### src/rtl/core/ka_pkg.sv
// ----------------------------------------------------------------------------
// ka_pkg: shared types and constants of the keepalive supervisor
// Event and mode codes, configuration register map and the result record
// passed from the sequencer to the output stage.
// ----------------------------------------------------------------------------
package ka_pkg;

  // Default sizes, handed to the top level as parameter defaults.
  localparam int TABLE_DEPTH_DEF = 8;
  localparam int TAG_BITS_DEF    = 16;
  localparam int TIME_BITS_DEF   = 48;

  // Fixed field widths.
  localparam int MODE_BITS      = 2;
  localparam int RTAG_BITS      = 16;
  localparam int EV_BITS        = 4;
  localparam int EV_TAG_BITS    = 16;
  localparam int COUNT_BITS     = 16;
  localparam int INTERVAL_BITS  = 32;
  localparam int LIMIT_BITS     = 34;
  localparam int CFG_DATA_BITS  = 32;
  localparam int CFG_INDEX_BITS = 3;

  // Long interval used when the register holds zero, and the stretch factor
  // of the timeout for long requests.
  localparam logic [INTERVAL_BITS-1:0] LONG_DEFAULT_MS     = 32'd120000;
  localparam int                       LONG_TIMEOUT_FACTOR = 2;

  // Register reset values.
  localparam logic                       SEND_ENABLE_RST = 1'b1;
  localparam logic [INTERVAL_BITS-1:0]   IDLE_RST        = 32'd30000;
  localparam logic [INTERVAL_BITS-1:0]   LONG_RST        = 32'd120000;
  localparam logic [INTERVAL_BITS-1:0]   TIMEOUT_RST     = 32'd30000;
  localparam logic [COUNT_BITS-1:0]      MAX_TIMEOUT_RST = 16'd3;

  typedef enum logic [CFG_INDEX_BITS-1:0] {
    CFG_SEND_ENABLE  = 3'd0,
    CFG_IDLE_MS      = 3'd1,
    CFG_LONG_MS      = 3'd2,
    CFG_TIMEOUT_MS   = 3'd3,
    CFG_MAX_TIMEOUTS = 3'd4
  } cfg_index_t;

  typedef enum logic [MODE_BITS-1:0] {
    MODE_BEAT     = 2'd0,
    MODE_CHECK    = 2'd1,
    MODE_RESPONSE = 2'd2
  } mode_t;

  typedef enum logic [EV_BITS-1:0] {
    EV_NONE       = 4'd0,
    EV_SHORT_SENT = 4'd1,
    EV_LONG_SENT  = 4'd2,
    EV_TIMEOUT    = 4'd3,
    EV_BROKEN     = 4'd4,
    EV_FAILED     = 4'd5,
    EV_SUCCESS    = 4'd6,
    EV_DROPPED    = 4'd7,
    EV_UNMATCHED  = 4'd8
  } event_t;

  typedef struct packed {
    logic                         send_enable;
    logic [INTERVAL_BITS-1:0]     idle_interval_ms;
    logic [INTERVAL_BITS-1:0]     long_interval_ms;
    logic [INTERVAL_BITS-1:0]     timeout_ms;
    logic [COUNT_BITS-1:0]        max_timeouts;
  } cfg_t;

  typedef struct packed {
    logic                   valid;
    event_t                 code;
    logic [EV_TAG_BITS-1:0] tag;
    logic                   last;
  } emit_t;

endpackage

### src/rtl/core/ka_ram.sv
// ----------------------------------------------------------------------------
// ka_ram: generic single-port-write, single-port-read memory
// One write and one read a cycle; read data is registered and holds its
// value while no read is issued.
// ----------------------------------------------------------------------------
module ka_ram #(
  parameter int WIDTH = 64,
  parameter int DEPTH = 16
) (
  input  logic                     clk,
  input  logic                     wr_en,
  input  logic [$clog2(DEPTH)-1:0] wr_addr,
  input  logic [WIDTH-1:0]         wr_data,
  input  logic                     rd_en,
  input  logic [$clog2(DEPTH)-1:0] rd_addr,
  output logic [WIDTH-1:0]         rd_data
);

  logic [WIDTH-1:0] mem [DEPTH];

  // Write port and registered read port.
  always_ff @(posedge clk) begin
    if (wr_en) begin
      mem[wr_addr] <= wr_data;
    end
    if (rd_en) begin
      rd_data <= mem[rd_addr];
    end
  end

endmodule

### src/rtl/core/ka_outreg.sv
// ----------------------------------------------------------------------------
// ka_outreg: result output register
// Holds one result on the master stream so that the sequencer can carry on
// with the next item while the previous result waits to be taken.
// ----------------------------------------------------------------------------
module ka_outreg (
  input  logic                            clk,
  input  logic                            rst,
  input  ka_pkg::emit_t                   emit,
  output logic                            emit_ready,
  output logic                            m_tvalid,
  input  logic                            m_tready,
  output logic [ka_pkg::EV_TAG_BITS-1:0]  m_tdata,
  output logic [ka_pkg::EV_BITS-1:0]      m_tuser,
  output logic                            m_tlast
);

  // The register is free when empty or when its content leaves this cycle.
  assign emit_ready = !m_tvalid || m_tready;

  // Load a new result or drain the present one.
  always_ff @(posedge clk) begin
    if (rst) begin
      m_tvalid <= 1'b0;
    end else if (emit_ready) begin
      m_tvalid <= emit.valid;
    end
    if (emit_ready && emit.valid) begin
      m_tdata <= emit.tag;
      m_tuser <= emit.code;
      m_tlast <= emit.last;
    end
  end

endmodule

### src/rtl/core/ka_seq.sv
// ----------------------------------------------------------------------------
// ka_seq: keepalive sequencer
// Walks the request tables held in the entry memory one entry at a time:
// free-slot search for sends, age checks for timeout ticks and tag lookup
// for responses. Valid bits, counters and the last success time live here.
// ----------------------------------------------------------------------------
module ka_seq #(
  parameter int TABLE_DEPTH = ka_pkg::TABLE_DEPTH_DEF,
  parameter int TAG_BITS    = ka_pkg::TAG_BITS_DEF,
  parameter int TIME_BITS   = ka_pkg::TIME_BITS_DEF
) (
  input  logic                                clk,
  input  logic                                rst,
  input  ka_pkg::cfg_t                        cfg,
  input  logic                                in_valid,
  output logic                                in_ready,
  input  logic [ka_pkg::MODE_BITS-1:0]        in_mode,
  input  logic [TIME_BITS-1:0]                in_now,
  input  logic [TIME_BITS-1:0]                in_active,
  input  logic [ka_pkg::RTAG_BITS-1:0]        in_rtag,
  input  logic                                in_failed,
  output logic                                ram_wr_en,
  output logic [$clog2(2*TABLE_DEPTH)-1:0]    ram_wr_addr,
  output logic [TIME_BITS+TAG_BITS-1:0]       ram_wr_data,
  output logic                                ram_rd_en,
  output logic [$clog2(2*TABLE_DEPTH)-1:0]    ram_rd_addr,
  input  logic [TIME_BITS+TAG_BITS-1:0]       ram_rd_data,
  output ka_pkg::emit_t                       emit,
  input  logic                                emit_ready
);

  localparam int NUM_ENTRIES = 2 * TABLE_DEPTH;
  localparam int AW          = $clog2(NUM_ENTRIES);
  localparam int CW          = TIME_BITS + 2;
  localparam int TW          = (TAG_BITS > ka_pkg::RTAG_BITS) ? TAG_BITS : ka_pkg::RTAG_BITS;
  localparam logic [AW-1:0] LAST_POS   = AW'(NUM_ENTRIES - 1);
  localparam logic [AW-1:0] SHORT_LAST = AW'(TABLE_DEPTH - 1);
  localparam logic [AW-1:0] LONG_FIRST = AW'(TABLE_DEPTH);

  typedef enum logic [3:0] {
    S_IDLE,
    S_DECIDE,
    S_FREE,
    S_SEND,
    S_ISSUE,
    S_EVAL,
    S_BROKEN,
    S_MISS,
    S_FINISH
  } state_t;

  state_t                          state;
  logic [ka_pkg::MODE_BITS-1:0]    mode;
  logic [TIME_BITS-1:0]            now;
  logic [TIME_BITS-1:0]            active;
  logic [ka_pkg::RTAG_BITS-1:0]    rtag;
  logic                            failed;
  logic                            sel_long;
  logic [AW-1:0]                   pos;
  logic [NUM_ENTRIES-1:0]          valid;
  logic [TAG_BITS-1:0]             next_tag;
  logic [ka_pkg::COUNT_BITS-1:0]   failure_count;
  logic [TIME_BITS-1:0]            last_success;
  logic                            pend_valid;
  ka_pkg::event_t                  pend_code;
  logic [ka_pkg::EV_TAG_BITS-1:0]  pend_tag;

  logic [TAG_BITS-1:0]             rd_tag;
  logic [TIME_BITS-1:0]            rd_sent;
  logic [ka_pkg::INTERVAL_BITS-1:0] long_lim;
  logic [ka_pkg::LIMIT_BITS-1:0]   scan_lim;
  logic                            idle_old;
  logic                            succ_old;
  logic                            expired;
  logic                            tag_hit;
  logic [ka_pkg::COUNT_BITS-1:0]   count_inc;
  logic [AW-1:0]                   free_end;
  logic                            is_check;
  logic                            is_resp;
  logic                            at_end;
  state_t                          end_state;
  logic                            put_req;
  ka_pkg::event_t                  put_code;
  logic [ka_pkg::EV_TAG_BITS-1:0]  put_tag;
  logic                            can_put;
  logic                            put_go;

  // Age test: the age of a later time never exceeds any limit.
  function automatic logic older(input logic [TIME_BITS-1:0] t_now,
                                 input logic [TIME_BITS-1:0] t_then,
                                 input logic [ka_pkg::LIMIT_BITS-1:0] limit);
    logic [CW-1:0] diff;
    diff = CW'(t_now) - CW'(t_then);
    return !diff[CW-1] && (diff > CW'(limit));
  endfunction

  // Tag as carried on the result stream.
  function automatic logic [ka_pkg::EV_TAG_BITS-1:0] ev_tag(input logic [TAG_BITS-1:0] t);
    logic [TW-1:0] wide;
    wide = TW'(t);
    return wide[ka_pkg::EV_TAG_BITS-1:0];
  endfunction

  // Entry layout in memory: send time above the tag.
  assign rd_tag  = ram_rd_data[TAG_BITS-1:0];
  assign rd_sent = ram_rd_data[TIME_BITS+TAG_BITS-1:TAG_BITS];

  // Interval and limit selection, and the compares of the current step.
  always_comb begin
    long_lim  = (cfg.long_interval_ms == '0) ? ka_pkg::LONG_DEFAULT_MS : cfg.long_interval_ms;
    scan_lim  = (pos >= LONG_FIRST)
                ? ka_pkg::LIMIT_BITS'(cfg.timeout_ms)
                  * ka_pkg::LIMIT_BITS'(ka_pkg::LONG_TIMEOUT_FACTOR)
                : ka_pkg::LIMIT_BITS'(cfg.timeout_ms);
    idle_old  = older(now, active, ka_pkg::LIMIT_BITS'(cfg.idle_interval_ms));
    succ_old  = older(now, last_success, ka_pkg::LIMIT_BITS'(long_lim));
    expired   = older(now, rd_sent, scan_lim);
    tag_hit   = (TW'(rd_tag) == TW'(rtag));
    count_inc = (failure_count == '1) ? failure_count : failure_count + 1'b1;
    free_end  = sel_long ? LAST_POS : SHORT_LAST;
    is_check  = (mode == ka_pkg::MODE_CHECK);
    is_resp   = (mode == ka_pkg::MODE_RESPONSE);
    at_end    = (pos == LAST_POS);
    end_state = is_resp ? S_MISS : S_FINISH;
  end

  // New result wanted by the current step.
  always_comb begin
    put_req  = 1'b0;
    put_code = ka_pkg::EV_NONE;
    put_tag  = '0;
    unique case (state)
      S_FREE: begin
        if (valid[pos] && (pos == free_end)) begin
          put_req  = 1'b1;
          put_code = ka_pkg::EV_DROPPED;
          put_tag  = ev_tag(next_tag);
        end
      end
      S_SEND: begin
        put_req  = 1'b1;
        put_code = sel_long ? ka_pkg::EV_LONG_SENT : ka_pkg::EV_SHORT_SENT;
        put_tag  = ev_tag(next_tag);
      end
      S_EVAL: begin
        if (is_check && expired) begin
          put_req  = 1'b1;
          put_code = ka_pkg::EV_TIMEOUT;
          put_tag  = ev_tag(rd_tag);
        end else if (is_resp && tag_hit) begin
          put_req  = 1'b1;
          put_code = failed ? ka_pkg::EV_FAILED : ka_pkg::EV_SUCCESS;
          put_tag  = rtag;
        end
      end
      S_BROKEN: begin
        put_req  = 1'b1;
        put_code = ka_pkg::EV_BROKEN;
        put_tag  = ev_tag(rd_tag);
      end
      S_MISS: begin
        put_req  = 1'b1;
        put_code = ka_pkg::EV_UNMATCHED;
        put_tag  = rtag;
      end
      default: begin
        put_req = 1'b0;
      end
    endcase
  end

  // A result is held back one step so that the final one can carry last.
  assign can_put = !pend_valid || emit_ready;
  assign put_go  = put_req && can_put;

  always_comb begin
    emit.valid = (put_req && pend_valid) || (state == S_FINISH);
    emit.last  = (state == S_FINISH);
    emit.code  = pend_valid ? pend_code : ka_pkg::EV_NONE;
    emit.tag   = pend_valid ? pend_tag : '0;
  end

  // Memory accesses: reads during scans, one write when a request is sent.
  assign in_ready    = (state == S_IDLE);
  assign ram_rd_en   = (state == S_ISSUE) && valid[pos];
  assign ram_rd_addr = pos;
  assign ram_wr_en   = (state == S_SEND) && can_put;
  assign ram_wr_addr = pos;
  assign ram_wr_data = {now, next_tag};

  // Sequencer state, table valid bits and supervisor counters.
  always_ff @(posedge clk) begin
    if (rst) begin
      state         <= S_IDLE;
      pos           <= '0;
      sel_long      <= 1'b0;
      valid         <= '0;
      next_tag      <= '0;
      failure_count <= '0;
      last_success  <= '0;
      pend_valid    <= 1'b0;
    end else begin
      if (put_go) begin
        pend_valid <= 1'b1;
        pend_code  <= put_code;
        pend_tag   <= put_tag;
      end
      unique case (state)
        S_IDLE: begin
          if (in_valid) begin
            mode   <= in_mode;
            now    <= in_now;
            active <= in_active;
            rtag   <= in_rtag;
            failed <= in_failed;
            pos    <= '0;
            case (in_mode)
              ka_pkg::MODE_BEAT:     state <= cfg.send_enable ? S_DECIDE : S_FINISH;
              ka_pkg::MODE_CHECK:    state <= S_ISSUE;
              ka_pkg::MODE_RESPONSE: state <= S_ISSUE;
              default:               state <= S_FINISH;
            endcase
          end
        end
        S_DECIDE: begin
          priority if (idle_old) begin
            sel_long <= 1'b0;
            pos      <= '0;
            state    <= S_FREE;
          end else if (succ_old) begin
            sel_long <= 1'b1;
            pos      <= LONG_FIRST;
            state    <= S_FREE;
          end else begin
            state <= S_FINISH;
          end
        end
        S_FREE: begin
          priority if (!valid[pos]) begin
            state <= S_SEND;
          end else if (pos == free_end) begin
            if (can_put) begin
              state <= S_FINISH;
            end
          end else begin
            pos <= pos + 1'b1;
          end
        end
        S_SEND: begin
          if (can_put) begin
            valid[pos] <= 1'b1;
            next_tag   <= next_tag + 1'b1;
            state      <= S_FINISH;
          end
        end
        S_ISSUE: begin
          priority if (valid[pos]) begin
            state <= S_EVAL;
          end else if (at_end) begin
            state <= end_state;
          end else begin
            pos <= pos + 1'b1;
          end
        end
        S_EVAL: begin
          if (put_req) begin
            if (can_put) begin
              valid[pos] <= 1'b0;
              if (is_check) begin
                failure_count <= count_inc;
                priority if (count_inc > cfg.max_timeouts) begin
                  state <= S_BROKEN;
                end else if (at_end) begin
                  state <= S_FINISH;
                end else begin
                  pos   <= pos + 1'b1;
                  state <= S_ISSUE;
                end
              end else begin
                if (!failed) begin
                  failure_count <= '0;
                  last_success  <= now;
                end
                state <= S_FINISH;
              end
            end
          end else if (at_end) begin
            state <= end_state;
          end else begin
            pos   <= pos + 1'b1;
            state <= S_ISSUE;
          end
        end
        S_BROKEN: begin
          if (can_put) begin
            if (at_end) begin
              state <= S_FINISH;
            end else begin
              pos   <= pos + 1'b1;
              state <= S_ISSUE;
            end
          end
        end
        S_MISS: begin
          if (can_put) begin
            state <= S_FINISH;
          end
        end
        S_FINISH: begin
          if (emit_ready) begin
            pend_valid <= 1'b0;
            state      <= S_IDLE;
          end
        end
        default: begin
          state <= S_IDLE;
        end
      endcase
    end
  end

endmodule

### src/rtl/core/keepalive_supervisor.sv
// ----------------------------------------------------------------------------
// keepalive_supervisor: keepalive request supervisor
// A beat tick may search its table for a free slot; a check tick walks all
// 2*TABLE_DEPTH entries of the entry memory and a response walks them until
// its tag matches, reading and then evaluating each occupied entry, with a
// step for a broken report or a miss and for acceptance and the final result;
// results that stall hold the walk.
// One item at a time; the next is taken while the last result still waits in
// the output register.
// Reset (synchronous): tables empty, counters and success time zero, registers
// at their defaults.
// ----------------------------------------------------------------------------
module keepalive_supervisor #(
  parameter int TABLE_DEPTH = ka_pkg::TABLE_DEPTH_DEF,
  parameter int TAG_BITS    = ka_pkg::TAG_BITS_DEF,
  parameter int TIME_BITS   = ka_pkg::TIME_BITS_DEF
) (
  input  logic                                 clk,
  input  logic                                 rst,
  // Configuration write port
  input  logic                                 cfg_write_en,
  input  logic [ka_pkg::CFG_INDEX_BITS-1:0]    cfg_index,
  input  logic [ka_pkg::CFG_DATA_BITS-1:0]     cfg_data,
  // Request input stream
  input  logic                                 s_tvalid,
  output logic                                 s_tready,
  // s_tdata: now_ms, last_active_ms, response_tag, response_failed, zero pad
  input  logic [((2*TIME_BITS+ka_pkg::RTAG_BITS+1+7)/8)*8-1:0] s_tdata,
  // s_tuser: mode
  input  logic [ka_pkg::MODE_BITS-1:0]         s_tuser,
  // Result output stream
  output logic                                 m_tvalid,
  input  logic                                 m_tready,
  // m_tdata: event_tag
  output logic [ka_pkg::EV_TAG_BITS-1:0]       m_tdata,
  // m_tuser: event_res
  output logic [ka_pkg::EV_BITS-1:0]           m_tuser,
  output logic                                 m_tlast
);

  localparam int NUM_ENTRIES = 2 * TABLE_DEPTH;
  localparam int AW          = $clog2(NUM_ENTRIES);
  localparam int ENTRY_BITS  = TIME_BITS + TAG_BITS;
  localparam int RTAG_LO     = 2 * TIME_BITS;
  localparam int FAIL_BIT    = RTAG_LO + ka_pkg::RTAG_BITS;

  ka_pkg::cfg_t       cfg;
  ka_pkg::emit_t      emit;
  logic               emit_ready;
  logic               ram_wr_en;
  logic [AW-1:0]      ram_wr_addr;
  logic [ENTRY_BITS-1:0] ram_wr_data;
  logic               ram_rd_en;
  logic [AW-1:0]      ram_rd_addr;
  logic [ENTRY_BITS-1:0] ram_rd_data;

  // Configuration registers.
  always_ff @(posedge clk) begin
    if (rst) begin
      cfg.send_enable      <= ka_pkg::SEND_ENABLE_RST;
      cfg.idle_interval_ms <= ka_pkg::IDLE_RST;
      cfg.long_interval_ms <= ka_pkg::LONG_RST;
      cfg.timeout_ms       <= ka_pkg::TIMEOUT_RST;
      cfg.max_timeouts     <= ka_pkg::MAX_TIMEOUT_RST;
    end else if (cfg_write_en) begin
      case (cfg_index)
        ka_pkg::CFG_SEND_ENABLE:  cfg.send_enable      <= cfg_data[0];
        ka_pkg::CFG_IDLE_MS:      cfg.idle_interval_ms <= cfg_data;
        ka_pkg::CFG_LONG_MS:      cfg.long_interval_ms <= cfg_data;
        ka_pkg::CFG_TIMEOUT_MS:   cfg.timeout_ms       <= cfg_data;
        ka_pkg::CFG_MAX_TIMEOUTS: cfg.max_timeouts     <= cfg_data[ka_pkg::COUNT_BITS-1:0];
        default: begin
        end
      endcase
    end
  end

  // Request table entries: tag and send time, short table below long table.
  ka_ram #(
    .WIDTH (ENTRY_BITS),
    .DEPTH (NUM_ENTRIES)
  ) u_entry_ram (
    .clk     (clk),
    .wr_en   (ram_wr_en),
    .wr_addr (ram_wr_addr),
    .wr_data (ram_wr_data),
    .rd_en   (ram_rd_en),
    .rd_addr (ram_rd_addr),
    .rd_data (ram_rd_data)
  );

  // Sequencer.
  ka_seq #(
    .TABLE_DEPTH (TABLE_DEPTH),
    .TAG_BITS    (TAG_BITS),
    .TIME_BITS   (TIME_BITS)
  ) u_seq (
    .clk         (clk),
    .rst         (rst),
    .cfg         (cfg),
    .in_valid    (s_tvalid),
    .in_ready    (s_tready),
    .in_mode     (s_tuser),
    .in_now      (s_tdata[TIME_BITS-1:0]),
    .in_active   (s_tdata[RTAG_LO-1:TIME_BITS]),
    .in_rtag     (s_tdata[FAIL_BIT-1:RTAG_LO]),
    .in_failed   (s_tdata[FAIL_BIT]),
    .ram_wr_en   (ram_wr_en),
    .ram_wr_addr (ram_wr_addr),
    .ram_wr_data (ram_wr_data),
    .ram_rd_en   (ram_rd_en),
    .ram_rd_addr (ram_rd_addr),
    .ram_rd_data (ram_rd_data),
    .emit        (emit),
    .emit_ready  (emit_ready)
  );

  // Output register.
  ka_outreg u_outreg (
    .clk        (clk),
    .rst        (rst),
    .emit       (emit),
    .emit_ready (emit_ready),
    .m_tvalid   (m_tvalid),
    .m_tready   (m_tready),
    .m_tdata    (m_tdata),
    .m_tuser    (m_tuser),
    .m_tlast    (m_tlast)
  );

endmodule

### config.mk
export PLATFORM = sky130hd
export DESIGN_NAME = keepalive_supervisor
export DESIGN_NICKNAME = d
export VERILOG_FILES = /design/src/rtl/core/ka_pkg.sv /design/src/rtl/core/ka_ram.sv /design/src/rtl/core/ka_outreg.sv /design/src/rtl/core/ka_seq.sv /design/src/rtl/core/keepalive_supervisor.sv
export SDC_FILE = /design/constraint.sdc
export NUM_CORES = 2
export LEC_CHECK = 0
export BUFFER_PORTS_ARGS = -buffer_cell sky130_fd_sc_hd__buf_2
export CORE_MARGIN = 10
export CORE_UTILIZATION = 55
export CTS_CLUSTER_DIAMETER = 100
export DETAILED_ROUTE_END_ITERATION = 16
export HOLD_SLACK_MARGIN = 0.06
export PLACE_DENSITY = 0.69
export SLEW_MARGIN = 20
export SYNTH_ARGS = -nofsm -noshare
export SYNTH_HDL_FRONTEND = slang
export SYNTH_SLANG_ARGS = --single-unit
### constraint.sdc
create_clock -name clk -period 16.76 [get_ports clk]
set_input_delay 2.514 -clock clk [delete_from_list [all_inputs] [get_ports clk]]
set_output_delay 2.514 -clock clk [all_outputs]
set_load 0.01 [all_outputs]
==> flow_metrics.py <==
metrics = {
    "status": {
        "status": "complete, no violations",
    },
    "floorplanning": {
        "die_h_um": 371.0,
        "start_util_pct": 55.53,
        "die-area_mm2": 0.1377,
        "die_w_um": 371.0,
        "row_count": 128,
        "io_pins": 185,
        "core_mm2": 0.1220,
    },
    "synth": {
        "netlist_area_mm2": 0.06777,
        "synth_ff_type": "edfxtp_1",
        "synth.top_cells.by_count": "1244 x edfxtp_1, 584 x nand2_1, 369 x a21oi_1",
        "ys_ff_latch": 1464,
        "yosysWarnings": 0,
        "synth_simple_gate_area_share_pct": 8.454,
        "syn_avg_cell_area_um2": 13.89,
        "synth-xor-area-share_pct": 1.977,
        "synth_most_common_cell": "edfxtp_1",
        "ys_seq_area_share_pct": 61.62,
        "ys_types": 110,
        "postSynthCellCount": 4879,
        "synth_compound_area_share_pct": 8.550,
        "synth_edf_count": 1244,
        "synth_adder_area_share_pct": 4.981,
        "syn_nets": 5309,
        "synth_top_area_share_pct": 55.12,
        "synth_top_area_cell": "edfxtp_1",
        "synth_top_family_by_area": "multiplexers",
        "muxShareOfSynthArea_pct": 11.49,
        "async_flop_share_pct": 0,
        "synthTopCellsByArea": "edfxtp_1 55%, mux4_2 11%, dfxtp_1 6.5%",
    },
    "placement": {
        "port_buffers": 177,
        "gp_congestion": 0.9526,
        "hpwl_um": 116700,
        "dp_slack_ns": 9.156,
    },
    "cts": {
        "cts_buffers": 151,
        "cts_tree": "built",
        "holdBufCountCts": 0,
        "cts.sinks": 1464,
        "cts_max_path_buffers": 3,
        "root_buffer": "clkbuf_16",
        "clkLatencyLatePin_ns": 0.78,
        "postCtsSetupBuffers": 0,
        "cts_htree_levels": 4,
        "ctsResizeCount": 0,
        "path_clk_slew_ns": 0.06,
    },
    "pwr": {
        "clkPwrFrac_pct": 34.9,
        "power.leakage_nw": 25.20,
        "p_sw_share_pct": 28.08,
        "internal-power_w": 0.006836,
        "seqPwrFrac_pct": 44.1,
        "pwr-share-comb_pct": 21.0,
        "power_density_mw_per_mm2": 126.2,
        "ir_drop_uv": 109.3,
        "power_w": 0.009505,
        "switchingPower_w": 0.002669,
    },
    "global_routing": {
        "grt.total_usage_pct": 26.01,
        "grt_max_degree": 162,
        "grt_pass1_wl_um": 267900,
        "grt.overflow.total": 0,
        "grt_pass1_vias": 41360,
        "antenna_found_initial": 4,
    },
    "routing": {
        "wl_um": 181300,
        "wl_per_cell_um": 26.63,
        "firstDrtPassIters": 6,
        "drt.antenna.violating_nets": 0,
        "viasPerCell": 6.257,
        "num_vias": 42610,
        "drt-initial-drc-count": 4605,
        "drc": 0,
    },
    "timing": {
        "period_share_pct": 46.01,
        "tns_ns": 0,
        "report.final.slew_viol_count": 0,
        "grt_setup_unrepaired": "no",
        "tightest_slew_ns": 1.095,
        "fmax_ghz": 0.1297,
        "setup_viol": 0,
        "hold_viol_final": 0,
        "whs_ns": 0.4544,
        "slew_headroom_pct": 26.99,
        "fin_skew_ns": 0.02637,
        "period_minus_slack_ns": 7.711,
        "finalWorstSetupSlack_ns": 9.049,
    },
    "setup_path": {
        "crit_path_end_kind": "flop",
        "arrival_ns": 8.37,
        "critPathMaxFanout": 18,
        "crit_required_ns": 17.42,
        "worstSetupPathType": "flop to flop",
        "start_kind": "flop",
    },
    "final_layout": {
        "fill_cells": 9232,
        "areaGrowthSynthToFinish_pct": 11.17,
        "drive_gt1_share_pct": 17.27,
        "nNetsFinal": 5490,
    },
    "hold_path": {
        "min-delay-path-class": "flop to flop",
    },
    "flow_run": {
        "maxCapViolCount": 0,
    },
}
-- sequential cells by signal, summed over array words and instances, names as in the netlist, 16 cells and up, named ones only --
register / cells
u_entry_ram.rd_data: 64
u_seq.next_tag: 16
u_seq.last_success: 48
u_seq.active: 48
u_seq.failure_count: 16
u_seq.pend_tag: 16
cfg: 113
u_entry_ram.mem: 1024
u_seq.now: 48
u_seq.rtag: 16
u_outreg.m_tdata: 16
-- critical path, cell delays in order, from the launching register on --
cell      delay (ns)
edfxtp_1        0.66
inv_1           0.31
ha_1            0.21
inv_1           0.05
fa_1            0.39
a21o_1          0.19
a221oi_1        0.53
or3_1           0.43
a21oi_1         0.18
nor2b_1         0.27
o21ai_0         0.19
xor2_1          0.19
ha_1            0.33
nand4_1         0.11
nor3_1          0.49
nand3_1         0.37
a211o_1         0.35
nor3_1          0.18
and4b_1         0.20
and4_1          0.18
nand4_1         0.57
a21oi_1         0.52
nand2_1         0.14
nand2_2         0.17
mux2_1          0.32
-- power by group through the flow --
| stage | Combinational (W) | Clock, W | Sequential [W] |
|---|---|---|---|
| 3_3_place_gp | 0.00196 | 0 | 0.00427 |
| 6_report | 0.00200 | 0.00332 | 0.00419 |
| 3_5_place_dp | 0.00197 | 0 | 0.00427 |
| 4_1_cts | 0.00199 | 0.00336 | 0.00420 |
| 2_1_floorplan | 0.00141 | 0 | 0.00426 |
| 5_1_grt | 0.00218 | 0.00350 | 0.00420 |
-- logic make-up after synthesis --
| logic type | Yosys count |
|---|---|
| flops | 1464 |
| simple gates | 1231 |
| compound gates | 909 |
| buf+inv | 483 |
| mux | 371 |
| fa+ha+maj | 268 |
| xor+xnor | 153 |
-- through the flow --
step | instances | utilization, % | area [µm²]
finish | 6809 | 61.73 | 75330
floorplan | 4879 | - | 67770
global placement | 6531 | 57.70 | 70410
global route | 6809 | 61.73 | 75330
detailed placement | 6531 | 57.70 | 70420
CTS | 6807 | 61.71 | 75310
-- final cells by class --
class                      count  area [µm²]  share of cell area (%)
clock buffer                 199        4136                   5.491
inverter                     253       949.7                   1.261
sequential                  1464       41780                   55.45
clock inverter                77       759.5                   1.008
multi-input combinational   2932       24150                   32.05
antenna                        1       2.502                0.003322
timing repair buffer         258        1533                   2.035
tap                         1625        2033                   2.699
-- per-layer routing --
layer	global-route usage (%)	wire length (µm)	vias to the layer above
li1	-	-	19090
met1	36.31	75040	21420
met2	42.58	88080	1811
met3	3.850	13380	285
met4	7.261	4809	0
met5	0	0	-
-- final timing paths --
path	start	end	slack (ns)	cells after the start
max	u_seq.now[0]$_DFFE_PP_	u_seq.ram_rd_addr[0]$_SDFFE_PP0P_	9.05	24
min	u_seq.last_success[11]$_SDFFE_PP0P_	u_seq.last_success[11]$_SDFFE_PP0P_	0.45	2
max reg2reg	u_seq.now[0]$_DFFE_PP_	u_seq.ram_rd_addr[0]$_SDFFE_PP0P_	9.05	24
min reg2reg	u_seq.last_success[11]$_SDFFE_PP0P_	u_seq.last_success[11]$_SDFFE_PP0P_	0.45	2
-- layout by cell type, fill, tap and decap left out, types with 83 or more instances in the layout --
master	Yosys	layout
nor2_1	184	181
buf_2	33	176
ha_1	265	265
clkbuf_16	0	154
o21ai_0	147	146
nand2_1	584	583
nand3_1	83	83
xnor2_1	86	86
a21oi_1	369	369
dfxtp_1	220	216
inv_1	253	253
edfxtp_1	1244	1244
nand4_1	98	98
mux4_2	325	325
No activity file was read; power rests on OpenSTA's default activity.
